### config.mk
export PLATFORM = sky130hd
export DESIGN_NAME = decimated_moving_average_deadband_flat
export DESIGN_NICKNAME = d
export VERILOG_FILES = /design/src/rtl/dmad_pkg.sv /design/src/rtl/dmad_if.sv /design/src/rtl/decimated_moving_average_deadband.sv /design/src/rtl/dmad_ram.sv /design/src/rtl/dmad_ctrl.sv /design/src/rtl/dmad_dp.sv /design/src/flat_wrapper.sv
export SDC_FILE = /design/constraint.sdc
export NUM_CORES = 1
export LEC_CHECK = 0
export BUFFER_PORTS_ARGS = -buffer_cell sky130_fd_sc_hd__buf_4
export CORE_MARGIN = 2
export CORE_UTILIZATION = 45
export DETAILED_ROUTE_END_ITERATION = 10
export GPL_ROUTABILITY_DRIVEN = 0
export GPL_TIMING_DRIVEN = 0
export PLACE_DENSITY = 0.66
export SLEW_MARGIN = 20
export SYNTH_ARGS = -nofsm -noshare
export SYNTH_HDL_FRONTEND = slang
export SYNTH_SLANG_ARGS = --single-unit
### constraint.sdc
create_clock -name clk -period 6.65 [get_ports clk]
set_input_delay 0.9975 -clock clk [delete_from_list [all_inputs] [get_ports clk]]
set_output_delay 0.9975 -clock clk [all_outputs]
set_load 0.01 [all_outputs]
### src/rtl/dmad_pkg.sv
`timescale 1ns / 1ps
`default_nettype none

package dmad_pkg;

  localparam int SAMPLE_W       = 12;
  localparam int SCALE_W        = 16;
  localparam int THRESH_W       = 12;
  localparam int CFG_W          = 16;
  localparam int CFG_IDX_W      = 2;
  localparam int WINDOW_DEFAULT = 8;

  localparam logic [THRESH_W-1:0] THRESH_RESET = 12'd2;
  localparam logic [SCALE_W-1:0]  SCALE_RESET  = 16'd36218;

  typedef enum logic [CFG_IDX_W-1:0] {
    CFG_CHANGE_THRESHOLD = 2'd0,
    CFG_SCALE_FACTOR     = 2'd1
  } cfg_reg_t;

  typedef enum logic [2:0] {
    S_IDLE,
    S_PUSH,
    S_DIV_LOAD,
    S_DIV,
    S_MUL,
    S_DECIDE,
    S_EMIT
  } state_t;

  typedef struct packed {
    logic capture;
    logic push;
    logic div_load;
    logic div_step;
    logic mul;
    logic decide;
    logic emit;
  } cmd_t;

  typedef struct packed {
    logic phase;
    logic div_done;
    logic out_free;
  } sts_t;

endpackage

`default_nettype wire

### src/rtl/dmad_if.sv
`timescale 1ns / 1ps
`default_nettype none

interface dmad_in_if;
  import dmad_pkg::*;

  logic                valid;
  logic                ready;
  logic [SAMPLE_W-1:0] adc_sample;

  modport source (output valid, output adc_sample, input ready);
  modport sink   (input valid, input adc_sample, output ready);
endinterface

interface dmad_out_if;
  import dmad_pkg::*;

  logic                valid;
  logic                ready;
  logic                processed;
  logic [SAMPLE_W-1:0] average;
  logic [SAMPLE_W-1:0] scaled_value;
  logic [SAMPLE_W-1:0] distance;
  logic                distance_updated;

  modport source (output valid, output processed, output average, output scaled_value,
                  output distance, output distance_updated, input ready);
  modport sink   (input valid, input processed, input average, input scaled_value,
                  input distance, input distance_updated, output ready);
endinterface

`default_nettype wire

### src/rtl/decimated_moving_average_deadband.sv
`timescale 1ns / 1ps
`default_nettype none

// Decimated moving average with deadband. Every input transaction yields one
// result transaction. Only every second transaction (the second after reset,
// then alternating) is handled: its sample enters a sliding window of the
// newest WINDOW samples, the truncated average over the samples held so far
// is scaled by the Q0.16 scale_factor, and the held distance moves to the
// scaled value only when it differs from it by at least change_threshold.
// The other transactions return processed = 0 with the held distance. One
// item is worked at a time: a skipped sample passes through S_EMIT only, a
// handled one through S_PUSH, S_DIV_LOAD, S_DIV, S_MUL, S_DECIDE and S_EMIT;
// in S_DIV the bit-serial divider divides the running sum by the fill count
// one quotient bit per cycle. A finished result waits in the output register
// while the next sample is accepted. Configuration writes (index 0:
// change_threshold, index 1: scale_factor) take effect at once and belong
// only in idle periods; the window memory needs no clearing after reset.
module decimated_moving_average_deadband #(
  parameter int WINDOW = dmad_pkg::WINDOW_DEFAULT
) (
  input  wire logic                           clk,
  input  wire logic                           rst,
  dmad_in_if.sink                             samples,
  dmad_out_if.source                          results,
  input  wire logic                           cfg_we,
  input  wire logic [dmad_pkg::CFG_IDX_W-1:0] cfg_index,
  input  wire logic [dmad_pkg::CFG_W-1:0]     cfg_data
);
  import dmad_pkg::*;

  cmd_t cmd;
  sts_t sts;

  dmad_ctrl u_ctrl (
    .clk      (clk),
    .rst      (rst),
    .in_valid (samples.valid),
    .in_ready (samples.ready),
    .sts      (sts),
    .cmd      (cmd)
  );

  dmad_dp #(
    .WINDOW (WINDOW)
  ) u_dp (
    .clk        (clk),
    .rst        (rst),
    .adc_sample (samples.adc_sample),
    .cfg_we     (cfg_we),
    .cfg_index  (cfg_index),
    .cfg_data   (cfg_data),
    .cmd        (cmd),
    .sts        (sts),
    .results    (results)
  );

endmodule

`default_nettype wire

### src/rtl/dmad_ram.sv
`timescale 1ns / 1ps
`default_nettype none

module dmad_ram #(
  parameter int WIDTH = 12,
  parameter int DEPTH = 8,
  localparam int AW   = (DEPTH > 1) ? $clog2(DEPTH) : 1
) (
  input  wire logic             clk,
  input  wire logic             we,
  input  wire logic [AW-1:0]    waddr,
  input  wire logic [WIDTH-1:0] wdata,
  input  wire logic [AW-1:0]    raddr,
  output logic      [WIDTH-1:0] rdata
);

  logic [WIDTH-1:0] mem [DEPTH];

  always_ff @(posedge clk) begin
    if (we) begin
      mem[waddr] <= wdata;
    end
    rdata <= mem[raddr];
  end

endmodule

`default_nettype wire

### src/rtl/dmad_ctrl.sv
`timescale 1ns / 1ps
`default_nettype none

module dmad_ctrl (
  input  wire logic          clk,
  input  wire logic          rst,
  input  wire logic          in_valid,
  output logic               in_ready,
  input  wire dmad_pkg::sts_t sts,
  output dmad_pkg::cmd_t     cmd
);
  import dmad_pkg::*;

  state_t state;
  state_t state_next;

  always_ff @(posedge clk) begin
    if (rst) begin
      state <= S_IDLE;
    end else begin
      state <= state_next;
    end
  end

  always_comb begin
    state_next = state;
    unique case (state)
      S_IDLE: begin
        if (in_valid) begin
          state_next = sts.phase ? S_PUSH : S_EMIT;
        end
      end
      S_PUSH:     state_next = S_DIV_LOAD;
      S_DIV_LOAD: state_next = S_DIV;
      S_DIV: begin
        if (sts.div_done) begin
          state_next = S_MUL;
        end
      end
      S_MUL:      state_next = S_DECIDE;
      S_DECIDE:   state_next = S_EMIT;
      S_EMIT: begin
        if (sts.out_free) begin
          state_next = S_IDLE;
        end
      end
      default:    state_next = S_IDLE;
    endcase
  end

  always_comb begin
    cmd      = '0;
    in_ready = 1'b0;
    unique case (state)
      S_IDLE: begin
        in_ready    = 1'b1;
        cmd.capture = in_valid;
      end
      S_PUSH:     cmd.push     = 1'b1;
      S_DIV_LOAD: cmd.div_load = 1'b1;
      S_DIV:      cmd.div_step = !sts.div_done;
      S_MUL:      cmd.mul      = 1'b1;
      S_DECIDE:   cmd.decide   = 1'b1;
      S_EMIT:     cmd.emit     = sts.out_free;
      default:    cmd          = '0;
    endcase
  end

endmodule

`default_nettype wire

### src/rtl/dmad_dp.sv
`timescale 1ns / 1ps
`default_nettype none

module dmad_dp #(
  parameter int WINDOW = dmad_pkg::WINDOW_DEFAULT
) (
  input  wire logic                         clk,
  input  wire logic                         rst,
  input  wire logic [dmad_pkg::SAMPLE_W-1:0] adc_sample,
  input  wire logic                         cfg_we,
  input  wire logic [dmad_pkg::CFG_IDX_W-1:0] cfg_index,
  input  wire logic [dmad_pkg::CFG_W-1:0]   cfg_data,
  input  wire dmad_pkg::cmd_t               cmd,
  output dmad_pkg::sts_t                    sts,
  dmad_out_if.source                        results
);
  import dmad_pkg::*;

  localparam int PTR_W  = (WINDOW > 1) ? $clog2(WINDOW) : 1;
  localparam int CNT_W  = $clog2(WINDOW + 1);
  localparam int SUM_W  = SAMPLE_W + $clog2(WINDOW);
  localparam int STEP_W = $clog2(SUM_W + 1);
  localparam int PROD_W = SAMPLE_W + SCALE_W;

  logic [THRESH_W-1:0] change_threshold;
  logic [SCALE_W-1:0]  scale_factor;

  logic                phase;
  logic                proc;
  logic [SAMPLE_W-1:0] sample;
  logic [PTR_W-1:0]    wptr;
  logic [CNT_W-1:0]    fill_count;
  logic [SUM_W-1:0]    running_sum;
  logic [SAMPLE_W-1:0] oldest;
  logic [SUM_W-1:0]    quo;
  logic [CNT_W-1:0]    rem;
  logic [STEP_W-1:0]   steps;
  logic [SAMPLE_W-1:0] scaled;
  logic [SAMPLE_W-1:0] held_distance;
  logic                updated;
  logic                out_valid;

  logic                full;
  logic [SUM_W-1:0]    sum_next;
  logic [CNT_W:0]      rem_shift;
  logic                rem_ge;
  logic [PROD_W-1:0]   product;
  logic [SAMPLE_W-1:0] diff;

  // configuration registers
  always_ff @(posedge clk) begin
    if (rst) begin
      change_threshold <= THRESH_RESET;
      scale_factor     <= SCALE_RESET;
    end else if (cfg_we) begin
      unique case (cfg_reg_t'(cfg_index))
        CFG_CHANGE_THRESHOLD: change_threshold <= cfg_data[THRESH_W-1:0];
        CFG_SCALE_FACTOR:     scale_factor     <= cfg_data[SCALE_W-1:0];
        default: ;
      endcase
    end
  end

  // circular window, oldest entry sits at the write pointer once full
  dmad_ram #(
    .WIDTH (SAMPLE_W),
    .DEPTH (WINDOW)
  ) u_window (
    .clk   (clk),
    .we    (cmd.push),
    .waddr (wptr),
    .wdata (sample),
    .raddr (wptr),
    .rdata (oldest)
  );

  assign full     = (fill_count == CNT_W'(WINDOW));
  assign sum_next = running_sum - (full ? SUM_W'(oldest) : '0) + SUM_W'(sample);

  assign rem_shift = {rem, quo[SUM_W-1]};
  assign rem_ge    = (rem_shift >= {1'b0, fill_count});

  assign product = PROD_W'(quo[SAMPLE_W-1:0]) * PROD_W'(scale_factor);
  assign diff    = (scaled > held_distance) ? (scaled - held_distance)
                                            : (held_distance - scaled);

  always_ff @(posedge clk) begin
    if (rst) begin
      phase         <= 1'b0;
      wptr          <= '0;
      fill_count    <= '0;
      running_sum   <= '0;
      held_distance <= '0;
      steps         <= '0;
      out_valid     <= 1'b0;
    end else begin
      if (cmd.capture) begin
        phase <= ~phase;
      end
      if (cmd.push) begin
        running_sum <= sum_next;
        wptr        <= (wptr == PTR_W'(WINDOW - 1)) ? '0 : wptr + 1'b1;
        if (!full) begin
          fill_count <= fill_count + 1'b1;
        end
      end
      if (cmd.div_load) begin
        steps <= STEP_W'(SUM_W);
      end else if (cmd.div_step) begin
        steps <= steps - 1'b1;
      end
      if (cmd.decide && (diff >= change_threshold)) begin
        held_distance <= scaled;
      end
      if (cmd.emit) begin
        out_valid <= 1'b1;
      end else if (results.ready) begin
        out_valid <= 1'b0;
      end
    end
  end

  always_ff @(posedge clk) begin
    if (cmd.capture) begin
      sample  <= adc_sample;
      proc    <= phase;
      updated <= 1'b0;
    end
    if (cmd.div_load) begin
      quo <= running_sum;
      rem <= '0;
    end else if (cmd.div_step) begin
      quo <= {quo[SUM_W-2:0], rem_ge};
      rem <= rem_ge ? CNT_W'(rem_shift - {1'b0, fill_count}) : rem_shift[CNT_W-1:0];
    end
    if (cmd.mul) begin
      scaled <= product[PROD_W-1:SCALE_W];
    end
    if (cmd.decide) begin
      updated <= (diff >= change_threshold);
    end
    if (cmd.emit) begin
      results.processed        <= proc;
      results.average          <= proc ? quo[SAMPLE_W-1:0] : '0;
      results.scaled_value     <= proc ? scaled : '0;
      results.distance         <= held_distance;
      results.distance_updated <= updated;
    end
  end

  assign results.valid = out_valid;

  assign sts.phase    = phase;
  assign sts.div_done = (steps == '0);
  assign sts.out_free = !out_valid || results.ready;

`ifndef SYNTHESIS
  assert property (@(posedge clk) disable iff (rst)
    fill_count <= CNT_W'(WINDOW))
    else $error("window fill count beyond window length");

  assert property (@(posedge clk) disable iff (rst)
    (fill_count != CNT_W'(WINDOW)) |-> (CNT_W'(wptr) == fill_count))
    else $error("write pointer out of step with fill count");

  assert property (@(posedge clk) disable iff (rst)
    cmd.div_step |-> (rem < fill_count))
    else $error("divider remainder not below divisor");

  assert property (@(posedge clk) disable iff (rst)
    cmd.mul |-> ((quo >> SAMPLE_W) == '0))
    else $error("average does not fit sample width");
`endif

endmodule

`default_nettype wire
### src/flat_wrapper.sv
// flat-port wrapper written by rule: the top's interface ports become plain ports
module decimated_moving_average_deadband_flat import dmad_pkg::*;
#(
  parameter int WINDOW = dmad_pkg::WINDOW_DEFAULT
)
  (clk, rst, cfg_we, cfg_index, cfg_data, samples_valid, samples_adc_sample, samples_ready, results_valid, results_processed, results_average, results_scaled_value, results_distance, results_distance_updated, results_ready);
  dmad_in_if samples_i ();
  dmad_out_if results_i ();
  input  wire logic clk;
  input  wire logic rst;
  input  wire logic cfg_we;
  input  wire logic [dmad_pkg::CFG_IDX_W-1:0] cfg_index;
  input  wire logic [dmad_pkg::CFG_W-1:0] cfg_data;
  input wire logic [$bits(samples_i.valid)-1:0] samples_valid;
  input wire logic [$bits(samples_i.adc_sample)-1:0] samples_adc_sample;
  output wire logic [$bits(samples_i.ready)-1:0] samples_ready;
  output wire logic [$bits(results_i.valid)-1:0] results_valid;
  output wire logic [$bits(results_i.processed)-1:0] results_processed;
  output wire logic [$bits(results_i.average)-1:0] results_average;
  output wire logic [$bits(results_i.scaled_value)-1:0] results_scaled_value;
  output wire logic [$bits(results_i.distance)-1:0] results_distance;
  output wire logic [$bits(results_i.distance_updated)-1:0] results_distance_updated;
  input wire logic [$bits(results_i.ready)-1:0] results_ready;
  assign samples_i.valid = samples_valid;
  assign samples_i.adc_sample = samples_adc_sample;
  assign samples_ready = samples_i.ready;
  assign results_valid = results_i.valid;
  assign results_processed = results_i.processed;
  assign results_average = results_i.average;
  assign results_scaled_value = results_i.scaled_value;
  assign results_distance = results_i.distance;
  assign results_distance_updated = results_i.distance_updated;
  assign results_i.ready = results_ready;
  decimated_moving_average_deadband #(.WINDOW(WINDOW)) u_core (.clk(clk), .rst(rst), .samples(samples_i), .results(results_i), .cfg_we(cfg_we), .cfg_index(cfg_index), .cfg_data(cfg_data));
endmodule
==> flow_summary_export.csv, run 1 <==
group,metric,value,unit
cts,ctsHoldBuffers,0,
cells_and_area,syn2layout_area_growth,12.8,%
critical_path,worst_ep_arrival_time,6.78,ns
sta,tns,0,ns
global_route,grtUsageTotal,19.9,%
min_path,min_to,"u_core.u_dp.results.distance_updated",
floorplanning,die_area,0.0412,mm2
cells_and_area,final_layout_size_suffix_gt1_share,9.51,%
floorplanning,start_util,45.8,%
run_status,status,"finished, final reports clean",
global_route,grt_max_degree,30,
cells_and_area,antennaDiodeCount,0,
yosys,ys_ff_latch,262,
yosys,postSynth.asyncResetShare,0,%
cts,cts.clk_slew.worst_paths,0.07,ns
min_path,hp-class,"reg2reg",
floorplanning,ios,75,
floorplanning,die_x,203,um
min_path,hold_path.startpoint,"u_core.u_dp.updated",
cts,htreeDepth,1,
floorplanning,fp.dieH,203,um
drt,routed_via_density,5.11,
sta,setup_viol,0,
yosys,ys_top_cells_by_count,"inv_1, nand2_1, edfxtp_1",
sta,slew_headroom,40.8,%
yosys,yosysMostFrequentCell,"inv_1",
critical_path,r2r_start,"u_core.u_dp.quo[3]",
placed_design,dp_slack,0.345,ns
drt,via_count,12200,
yosys,synth_nets,2038,
drt,drc,0,
critical_path,critPathKind,"reg2reg",
cts,cts_setup_buffers,0,
placed_design,dp_cells,2327,
critical_path,ff2ff_path_depth,20,
cts,cts.sinks,262,
critical_path,startpoint_type,"flop",
run,max-cap-violations,0,
yosys,synth_area_leader_cell,"edfxtp_1",
yosys,ys_warn_count,0,
sta,report.final.slew_viol_count,0,
yosys,synth_area,0.0178,mm2
sta,worst_pin_slew,0.887,ns
sta,fin_crit,6.33,ns
critical_path,endpoint_kind,"flop",
cells_and_area,nets,2150,
placed_design,dpl.hpwl,31.2,mm
yosys,avgSynthCellArea,10.3,um2
critical_path,r2r_end,"u_core.u_dp.scaled[11]",
min_path,min_path_cells,0,
yosys,synth_ff_type,"edfxtp_1",
sta,timing.final.ws_setup,0.315,ns
drt,wl,40.2,mm
sta,clock_skew,0.0197,ns
drt,drtAntennaViolNets,0,
yosys,synth.area.top_cells,"edfxtp_1, fa_1, dfxtp_1, ha_1, inv_1",
global_route,first_global_vias,12200,
yosys,synth_cell_types,67,
sta,min_period_over_period,95.3,%
yosys,yosysSeqAreaShare,39.3,%
floorplanning,coreArea,0.0388,mm2
drt,drtPass1Iterations,5,
critical_path,cp.required,7.10,ns
yosys,synth_edf_count,175,
global_route,antenna_found_initial,0,
yosys,yosys.area.top_type_share,29.5,%
sta,clock.fmax,158,MHz
critical_path,r2r_setup_slack,0.32,ns
floorplanning,std_cell_rows,72,
critical_path,startpoint,"u_core.u_dp.quo[3]",
sta,fin_hold_ws,0.426,ns
sta,finalHoldViolCount,0,
cts,clockBufferDepth,3,
cts,numCtsBuffers,29,
cts,clk_latency,0.59,ns
global_route,grt_overflow,0,
cts,cts_tree,"done",
drt,first_iter_violations,744,
placed_design,place.port_buffers,73,
global_route,grt_pass1_wl,64.9,mm
cts,cts_resized,0,
cts,clockRootBuffer,"clkbuf_16",
yosys,synthCells,1728,
sta,grt_setup_unrepaired,"false",
cells_and_area,fin_cells,2380,
drt,routedWlPerCell,16.9,um
critical_path,path_max_fanout,10,
kinds of logic after synthesis:
kind of cell | after synthesis | synth area share, %
compound gates | 217 | 7.63
xor+xnor | 41 | 2.02
fa+ha+maj | 275 | 25.8
buf+inv | 356 | 7.56
flops | 262 | 39.3
mux | 56 | 3.85
simple gates | 521 | 13.8
cell type report:
type / instances / area (um2)
flip-flops and latches: 262 / 7000
fillers: 3415 / 18700
plain buffers: 79 / 307
multi-input cells: 1110 / 9510
well taps: 518 / 648
repair buffers: 81 / 633
inverters: 277 / 1040
clock inverters: 16 / 160
clock buffers: 37 / 791
stage by stage:
stage | utilization (%) | cell area [um2]
after floorplan | - | 17800
after detailed placement | 49.3 | 19100
final | 51.7 | 20100
after global placement | 48.9 | 19000
after CTS | 51.7 | 20100
after global routing | 51.7 | 20100
critical path, stage by stage (launching register included):
cell and delay (ns):
edfxtp_1 0.32, clkbuf_1 0.44, clkbuf_1 0.44, nand2_1 0.16, fa_1 0.49, fa_1 0.55
inv_1 0.06, fa_1 0.46, fa_1 0.51, inv_1 0.04, fa_1 0.47, inv_1 0.04
ha_1 0.32, a2111oi_2 0.36, o21ai_1 0.15, o21ai_2 0.14, o211a_1 0.19, o22ai_2 0.08
o41a_1 0.41, or4_1 0.45, nand3_1 0.11
routing by layer:
layer | wire length, um | vias to the layer above | global-route usage, %
met5 | 0 | - | 0
met3 | 2170 | 72 | 3.48
met4 | 1340 | 0 | 6.36
li1 | - | 5852 | -
met2 | 19800 | 297 | 34.6
met1 | 16900 | 5951 | 25.1
state kept, by name (all words and copies together) (netlist names), 3 cells and up:
name and cells:
u_core.u_dp.sample 12, u_core.u_dp.fill_count 4, u_core.u_dp.change_threshold 12, u_core.u_dp.steps 4, u_core.u_dp.results.scaled_value 12, u_core.u_dp.results.average 12, u_core.u_dp.results.distance 12, u_core.u_dp.rem 4
u_core.u_dp.running_sum 15, u_core.u_dp.u_window.mem 96, u_core.u_dp.scaled 12, u_core.u_dp.scale_factor 16, u_core.u_dp.quo 15, u_core.u_ctrl.state 3, u_core.u_dp.held_distance 12, u_core.u_dp.u_window.rdata 12
u_core.u_dp.wptr 3
how the worst max path moves through the flow:
stage | end | slack, ns | cells after the start
floorplan | u_core.u_dp.scaled[11] | 1.12 | 20
global placement | u_core.u_dp.scaled[11] | 0.46 | 20
detailed placement | u_core.u_dp.scaled[11] | 0.35 | 20
CTS | u_core.u_dp.scaled[11] | 0.32 | 20
global route | u_core.u_dp.scaled[11] | 0.05 | 20
finish | u_core.u_dp.scaled[11] | 0.32 | 20
cell usage in the layout (no fill, tap or decap), types with 4 or more instances in the layout:
master / n
inv_1: 277
nand2_1: 257
edfxtp_1: 175
fa_1: 154
ha_1: 121
and2_1: 104
dfxtp_1: 87
a21oi_1: 81
buf_4: 76
clkbuf_1: 75
nor2_1: 58
o21ai_0: 50
mux2i_1: 32
clkbuf_16: 30
xnor2_1: 28
nor3_1: 18
a21o_1: 17
nand3_1: 15
mux2_2: 15
xor2_1: 13
nand3b_1: 12
o21a_1: 10
a22oi_1: 10
nand4_1: 8
nor2b_1: 8
mux4_2: 8
nand2b_1: 6
buf_2: 6
o21bai_1: 5
or3_1: 5
and3_1: 5
a211oi_1: 5
nor3_2: 5
a31oi_1: 5
clkinv_1: 5
inv_6: 4
buf_6: 4
Power of run 1 is left out: the tool's default activity adds up to more than one toggle a clock period on the data nets, which glitch-free logic cannot reach.
==> run 2, diff against run 1 <==
- CORE_MARGIN: 2 -> unset
- PLACE_DENSITY: 0.66 -> unset
- PLACE_DENSITY_LB_ADDON: unset -> 0.05
==> flow_summary_export.csv, run 2 (synthesis gave the netlist of run 1 again) <==
group,metric,value,unit
sta,tns,0,ns
cells_and_area,mostFrequentLayoutCells,"inv_1, nand2_1, edfxtp_1, fa_1, ha_1",
global_route,grtUsageTotal,21.3,%
placed_design,dpl.hpwl,32.8,mm
sta,worst_pin_slew,0.949,ns
global_route,first_global_vias,12400,
critical_path,startpoint,"u_core.u_dp.quo[5]",
cells_and_area,final_common_cell,"inv_1",
run,max-cap-violations,0,
cts,htreeDepth,1,
critical_path,timing.critical_path.buf_inv,5,
sta,clock_skew,0.0141,ns
min_path,hold_path.startpoint,"u_core.u_dp.updated",
sta,fin_crit,6.25,ns
global_route,antenna_found_initial,0,
cells_and_area,largest_reg_flops,96,
cells_and_area,final_layout_size_suffix_gt1_share,10.2,%
floorplanning,start_util,45.8,%
run_status,status,"finished, final reports clean",
floorplanning,std_cell_rows,72,
sta,finalHoldViolCount,0,
critical_path,worst_ep_arrival_time,6.69,ns
sta,clock.fmax,160,MHz
cts,ctsHoldBuffers,0,
cells_and_area,top_regs,"u_core.u_dp.u_window.mem x96, u_core.u_dp.scale_factor x16",
drt,routed_via_density,5.04,
cells_and_area,regArea,0.00700,mm2
cts,cts.sinks,262,
drt,wl,42.0,mm
global_route,grt_overflow,0,
global_route,grt_pass1_wl,67.3,mm
cts,clockBufferDepth,3,
critical_path,startpoint_type,"flop",
critical_path,path_max_fanout,10,
sta,timing.final.ws_setup,0.399,ns
sta,min_period_over_period,94.0,%
floorplanning,die_x,201,um
floorplanning,die_area,0.0404,mm2
cells_and_area,regMostFlops,"u_core.u_dp.u_window.mem",
critical_path,crit_path_max_incr_delay,0.51,ns
cts,cts.clk_slew.worst_paths,0.06,ns
critical_path,critPathSlowestCell,"fa_1",
min_path,hp-class,"reg2reg",
cells_and_area,multi_input_area,0.00951,mm2
sta,grt_setup_unrepaired,"false",
sta,setup_viol,0,
floorplanning,fp.dieH,201,um
floorplanning,ios,75,
critical_path,crit_family,"adder cells",
critical_path,crit_top_cell,"fa_1",
cts,cts_setup_buffers,0,
cells_and_area,syn2layout_area_growth,13.7,%
placed_design,place.port_buffers,73,
critical_path,endpoint_kind,"flop",
floorplanning,coreArea,0.0388,mm2
cells_and_area,antennaDiodeCount,0,
critical_path,r2r_start,"u_core.u_dp.quo[5]",
drt,via_count,12000,
cts,numCtsBuffers,30,
drt,first_iter_violations,493,
drt,drc,0,
drt,drtPass1Iterations,4,
critical_path,critPathKind,"reg2reg",
cts,cts_tree,"done",
drt,routedWlPerCell,17.6,um
critical_path,cp.required,7.09,ns
cells_and_area,fillCellCount,3590,
sta,slew_headroom,36.7,%
placed_design,dp_slack,0.283,ns
critical_path,critical_path.cell_chain,"clkbuf_1, clkbuf_1, nand2_1, fa_1, fa_1, inv_1, fa_1, fa_1, inv_1, fa_1, inv_1, ha_1, and3_2, nand4_1, nor2_1, a21oi_2, o22ai_2, o41a_1, or4_1, nand3_1",
cts,clk_latency,0.59,ns
sta,report.final.slew_viol_count,0,
cts,clockRootBuffer,"clkbuf_16",
global_route,grt_max_degree,28,
drt,drtAntennaViolNets,0,
cells_and_area,nets,2153,
run 2: cell count changes in the layout (fill, tap and decap cells not counted), sizes merged:
cell      delta
inv          -4
buf          +5
bufinv       +4
clkbuf       -5
clkinvlp     +5
run 2: per-layer routing:
layer,GRT usage (%),routed length (um)
met1,26.8,18200
met2,39.0,21600
met3,2.26,1230
met4,5.43,952
met5,0,0
run 2: path summary, 6_finish.rpt:
path,cells after the start,end,slack (ns)
max reg2reg,20,u_core.u_dp.scaled[11],0.40
min reg2reg,0,u_core.u_dp.results.distance_updated,0.45
max,20,u_core.u_dp.scaled[11],0.40
min,0,u_core.u_dp.results.distance_updated,0.45
run 2: cell type report:
type / count / share of cell area, %
multi-input cells: 1110 / 47.0
flip-flops and latches: 262 / 34.6
inverters: 277 / 5.14
plain buffers: 77 / 1.48
clock buffers: 35 / 3.95
repair buffers: 85 / 3.23
well taps: 518 / 3.20
clock inverters: 21 / 1.47
run 2: through the flow:
step | std cells | hold WS (ns) | util [%] | instance area (um2)
finish | 2385 | 0.449 | 52.1 | 20200
global route | 2385 | 0.452 | 52.1 | 20200
CTS | 2387 | 0.452 | 52.1 | 20200
detailed placement | 2331 | 0.438 | 49.3 | 19100
global placement | 2319 | 0.407 | 48.9 | 19000
floorplan | 1728 | 0.400 | - | 17800
run 2: what timing repair did:
item,in CTS,in global routing
hold endpoints to repair,0,0
setup endpoints to repair,0,1
resized for setup,0,1
run 2: worst reg2reg max path, stage by stage, from the launching register on:
cell and delay, ns:
edfxtp_1 0.31, clkbuf_1 0.43, clkbuf_1 0.47, nand2_1 0.14
fa_1 0.48, fa_1 0.51, inv_1 0.05, fa_1 0.51
fa_1 0.49, inv_1 0.05, fa_1 0.47, inv_1 0.05
ha_1 0.32, and3_2 0.23, nand4_1 0.11, nor2_1 0.07
a21oi_2 0.30, o22ai_2 0.17, o41a_1 0.40, or4_1 0.43
nand3_1 0.11
Power of run 2 is left out for the same reason.
==> run 3, diff against run 2 <==
- CTS_BUF_LIST: unset -> sky130_fd_sc_hd__clkbuf_4 sky130_fd_sc_hd__clkbuf_8
==> flow_summary_export.csv, run 3 (synthesis gave the netlist of run 1 again) <==
group,metric,value,unit
run_status,status,"finished, final reports clean",
placed_design,place.port_buffers,73,
global_route,grt_overflow,0,
critical_path,startpoint_type,"flop",
sta,clock.fmax,160,MHz
floorplanning,fp.dieH,201,um
critical_path,cp.required,7.12,ns
cells_and_area,top_regs,"u_core.u_dp.u_window.mem x96, u_core.u_dp.scale_factor x16",
critical_path,worst_ep_arrival_time,6.71,ns
cts,clockBufferDepth,3,
global_route,grt_max_degree,28,
cts,cts_setup_buffers,0,
critical_path,critPathKind,"reg2reg",
floorplanning,start_util,45.8,%
floorplanning,std_cell_rows,72,
drt,routed_via_density,5.00,
critical_path,endpoint_kind,"flop",
sta,clock_skew,0.0194,ns
cells_and_area,final_layout_size_suffix_gt1_share,11.7,%
global_route,grtUsageTotal,21.7,%
floorplanning,die_x,201,um
critical_path,path_max_fanout,10,
sta,finalHoldViolCount,0,
cts,clk_latency,0.62,ns
global_route,first_global_vias,12600,
drt,wl,42.4,mm
sta,grt_setup_unrepaired,"false",
drt,routedWlPerCell,17.5,um
drt,first_iter_violations,564,
run,max-cap-violations,0,
cts,numCtsBuffers,49,
sta,setup_viol,0,
sta,report.final.slew_viol_count,0,
min_path,hp-class,"reg2reg",
floorplanning,ios,75,
critical_path,ff2ff_path_depth,19,
cts,cts.sinks,262,
cells_and_area,largest_reg_flops,96,
cts,cts_tree,"done",
cts,cts.clk_slew.worst_paths,0.06,ns
cts,htreeDepth,2,
drt,drtAntennaViolNets,0,
floorplanning,coreArea,0.0388,mm2
global_route,antenna_found_initial,0,
sta,min_period_over_period,93.8,%
sta,slew_headroom,36.7,%
global_route,grt_pass1_wl,67.7,mm
drt,via_count,12100,
cells_and_area,multi_input_area,0.00951,mm2
drt,drc,0,
sta,fin_crit,6.24,ns
cells_and_area,mostFrequentLayoutCells,"inv_1, nand2_1, edfxtp_1, fa_1, ha_1",
cts,clockRootBuffer,"clkbuf_8",
sta,tns,0,ns
cells_and_area,fillCellCount,3615,
cells_and_area,syn2layout_area_growth,13.3,%
cells_and_area,final_common_cell,"inv_1",
cells_and_area,regMostFlops,"u_core.u_dp.u_window.mem",
placed_design,dpl.hpwl,32.8,mm
cells_and_area,regArea,0.00700,mm2
cells_and_area,nets,2172,
drt,drtPass1Iterations,4,
floorplanning,die_area,0.0404,mm2
min_path,min_path_cells,2,
sta,worst_pin_slew,0.949,ns
cells_and_area,antennaDiodeCount,0,
==> run 3: changes by cell type in the layout (fill, tap and decap cells not counted) <==
cell,before,now
clkinv_8,0,1
clkinv_16,1,0
buf_1,4,3
clkbuf_16,30,0
clkinv_1,1,5
clkbuf_4,0,18
bufinv_16,6,2
clkinvlp_4,6,2
clkbuf_8,3,53
clkinv_4,0,1
clkbuf_1,69,68
==> run 3: final timing paths <==
kind	from	endpoint	slack, ns
max	u_core.u_dp.quo[7]	u_core.u_dp.scaled[11]	0.41
min	u_core.u_dp.running_sum[5]	u_core.u_dp.running_sum[5]	0.45
max reg2reg	u_core.u_dp.quo[7]	u_core.u_dp.scaled[11]	0.41
min reg2reg	u_core.u_dp.running_sum[5]	u_core.u_dp.running_sum[5]	0.45
==> run 3: layer usage <==
layer | vias up | GRT usage (%) | share of wire, %
met5 | - | 0 | 0
met4 | 0 | 8.02 | 2.7
met3 | 67 | 3.00 | 3.4
met2 | 177 | 39.0 | 51
met1 | 5938 | 26.4 | 43
li1 | 5907 | - | -
==> run 3: worst max-delay path: stages, from the launching register on <==
cell	delay (ns)
edfxtp_1	0.57
clkbuf_1	0.56
nand2_1	0.16
fa_1	0.52
inv_1	0.05
fa_1	0.57
fa_1	0.45
fa_1	0.49
inv_1	0.05
fa_1	0.47
inv_1	0.05
ha_1	0.32
and3_2	0.23
nand4_1	0.11
nor2_1	0.07
a21oi_2	0.30
o22ai_2	0.17
o41a_1	0.40
or4_1	0.43
nand3_1	0.11
==> run 3: final cells by class <==
class | count | area share [%]
Multi-Input combinational cell | 1110 | 47.1
Buffer | 77 | 1.48
Clock buffer | 71 | 4.29
Clock inverter | 18 | 0.782
Sequential cell | 262 | 34.7
Timing Repair Buffer | 85 | 3.24
Inverter | 277 | 5.16
Tap cell | 518 | 3.21
==> run 3: timing repair <==
| item | CTS | global route |
|---|---|---|
| endpoints found under the setup margin | 0 | 1 |
| endpoints found under the hold margin | 0 | 0 |
| hold buffers | 0 | 0 |
| gates resized for setup | 0 | 0 |
==> run 3: per-stage QoR <==
step,instances,util (%),hold slack [ns],setup slack [ns],cell area (um2)
global route,2418,51.9,0.452,0.0197,20200
detailed placement,2331,49.3,0.438,0.283,19100
global placement,2319,48.9,0.407,0.344,19000
CTS,2420,52.0,0.452,0.249,20200
finish,2418,51.9,0.450,0.409,20200
floorplan,1728,-,0.400,1.12,17800
Power of run 3 is left out for the same reason.
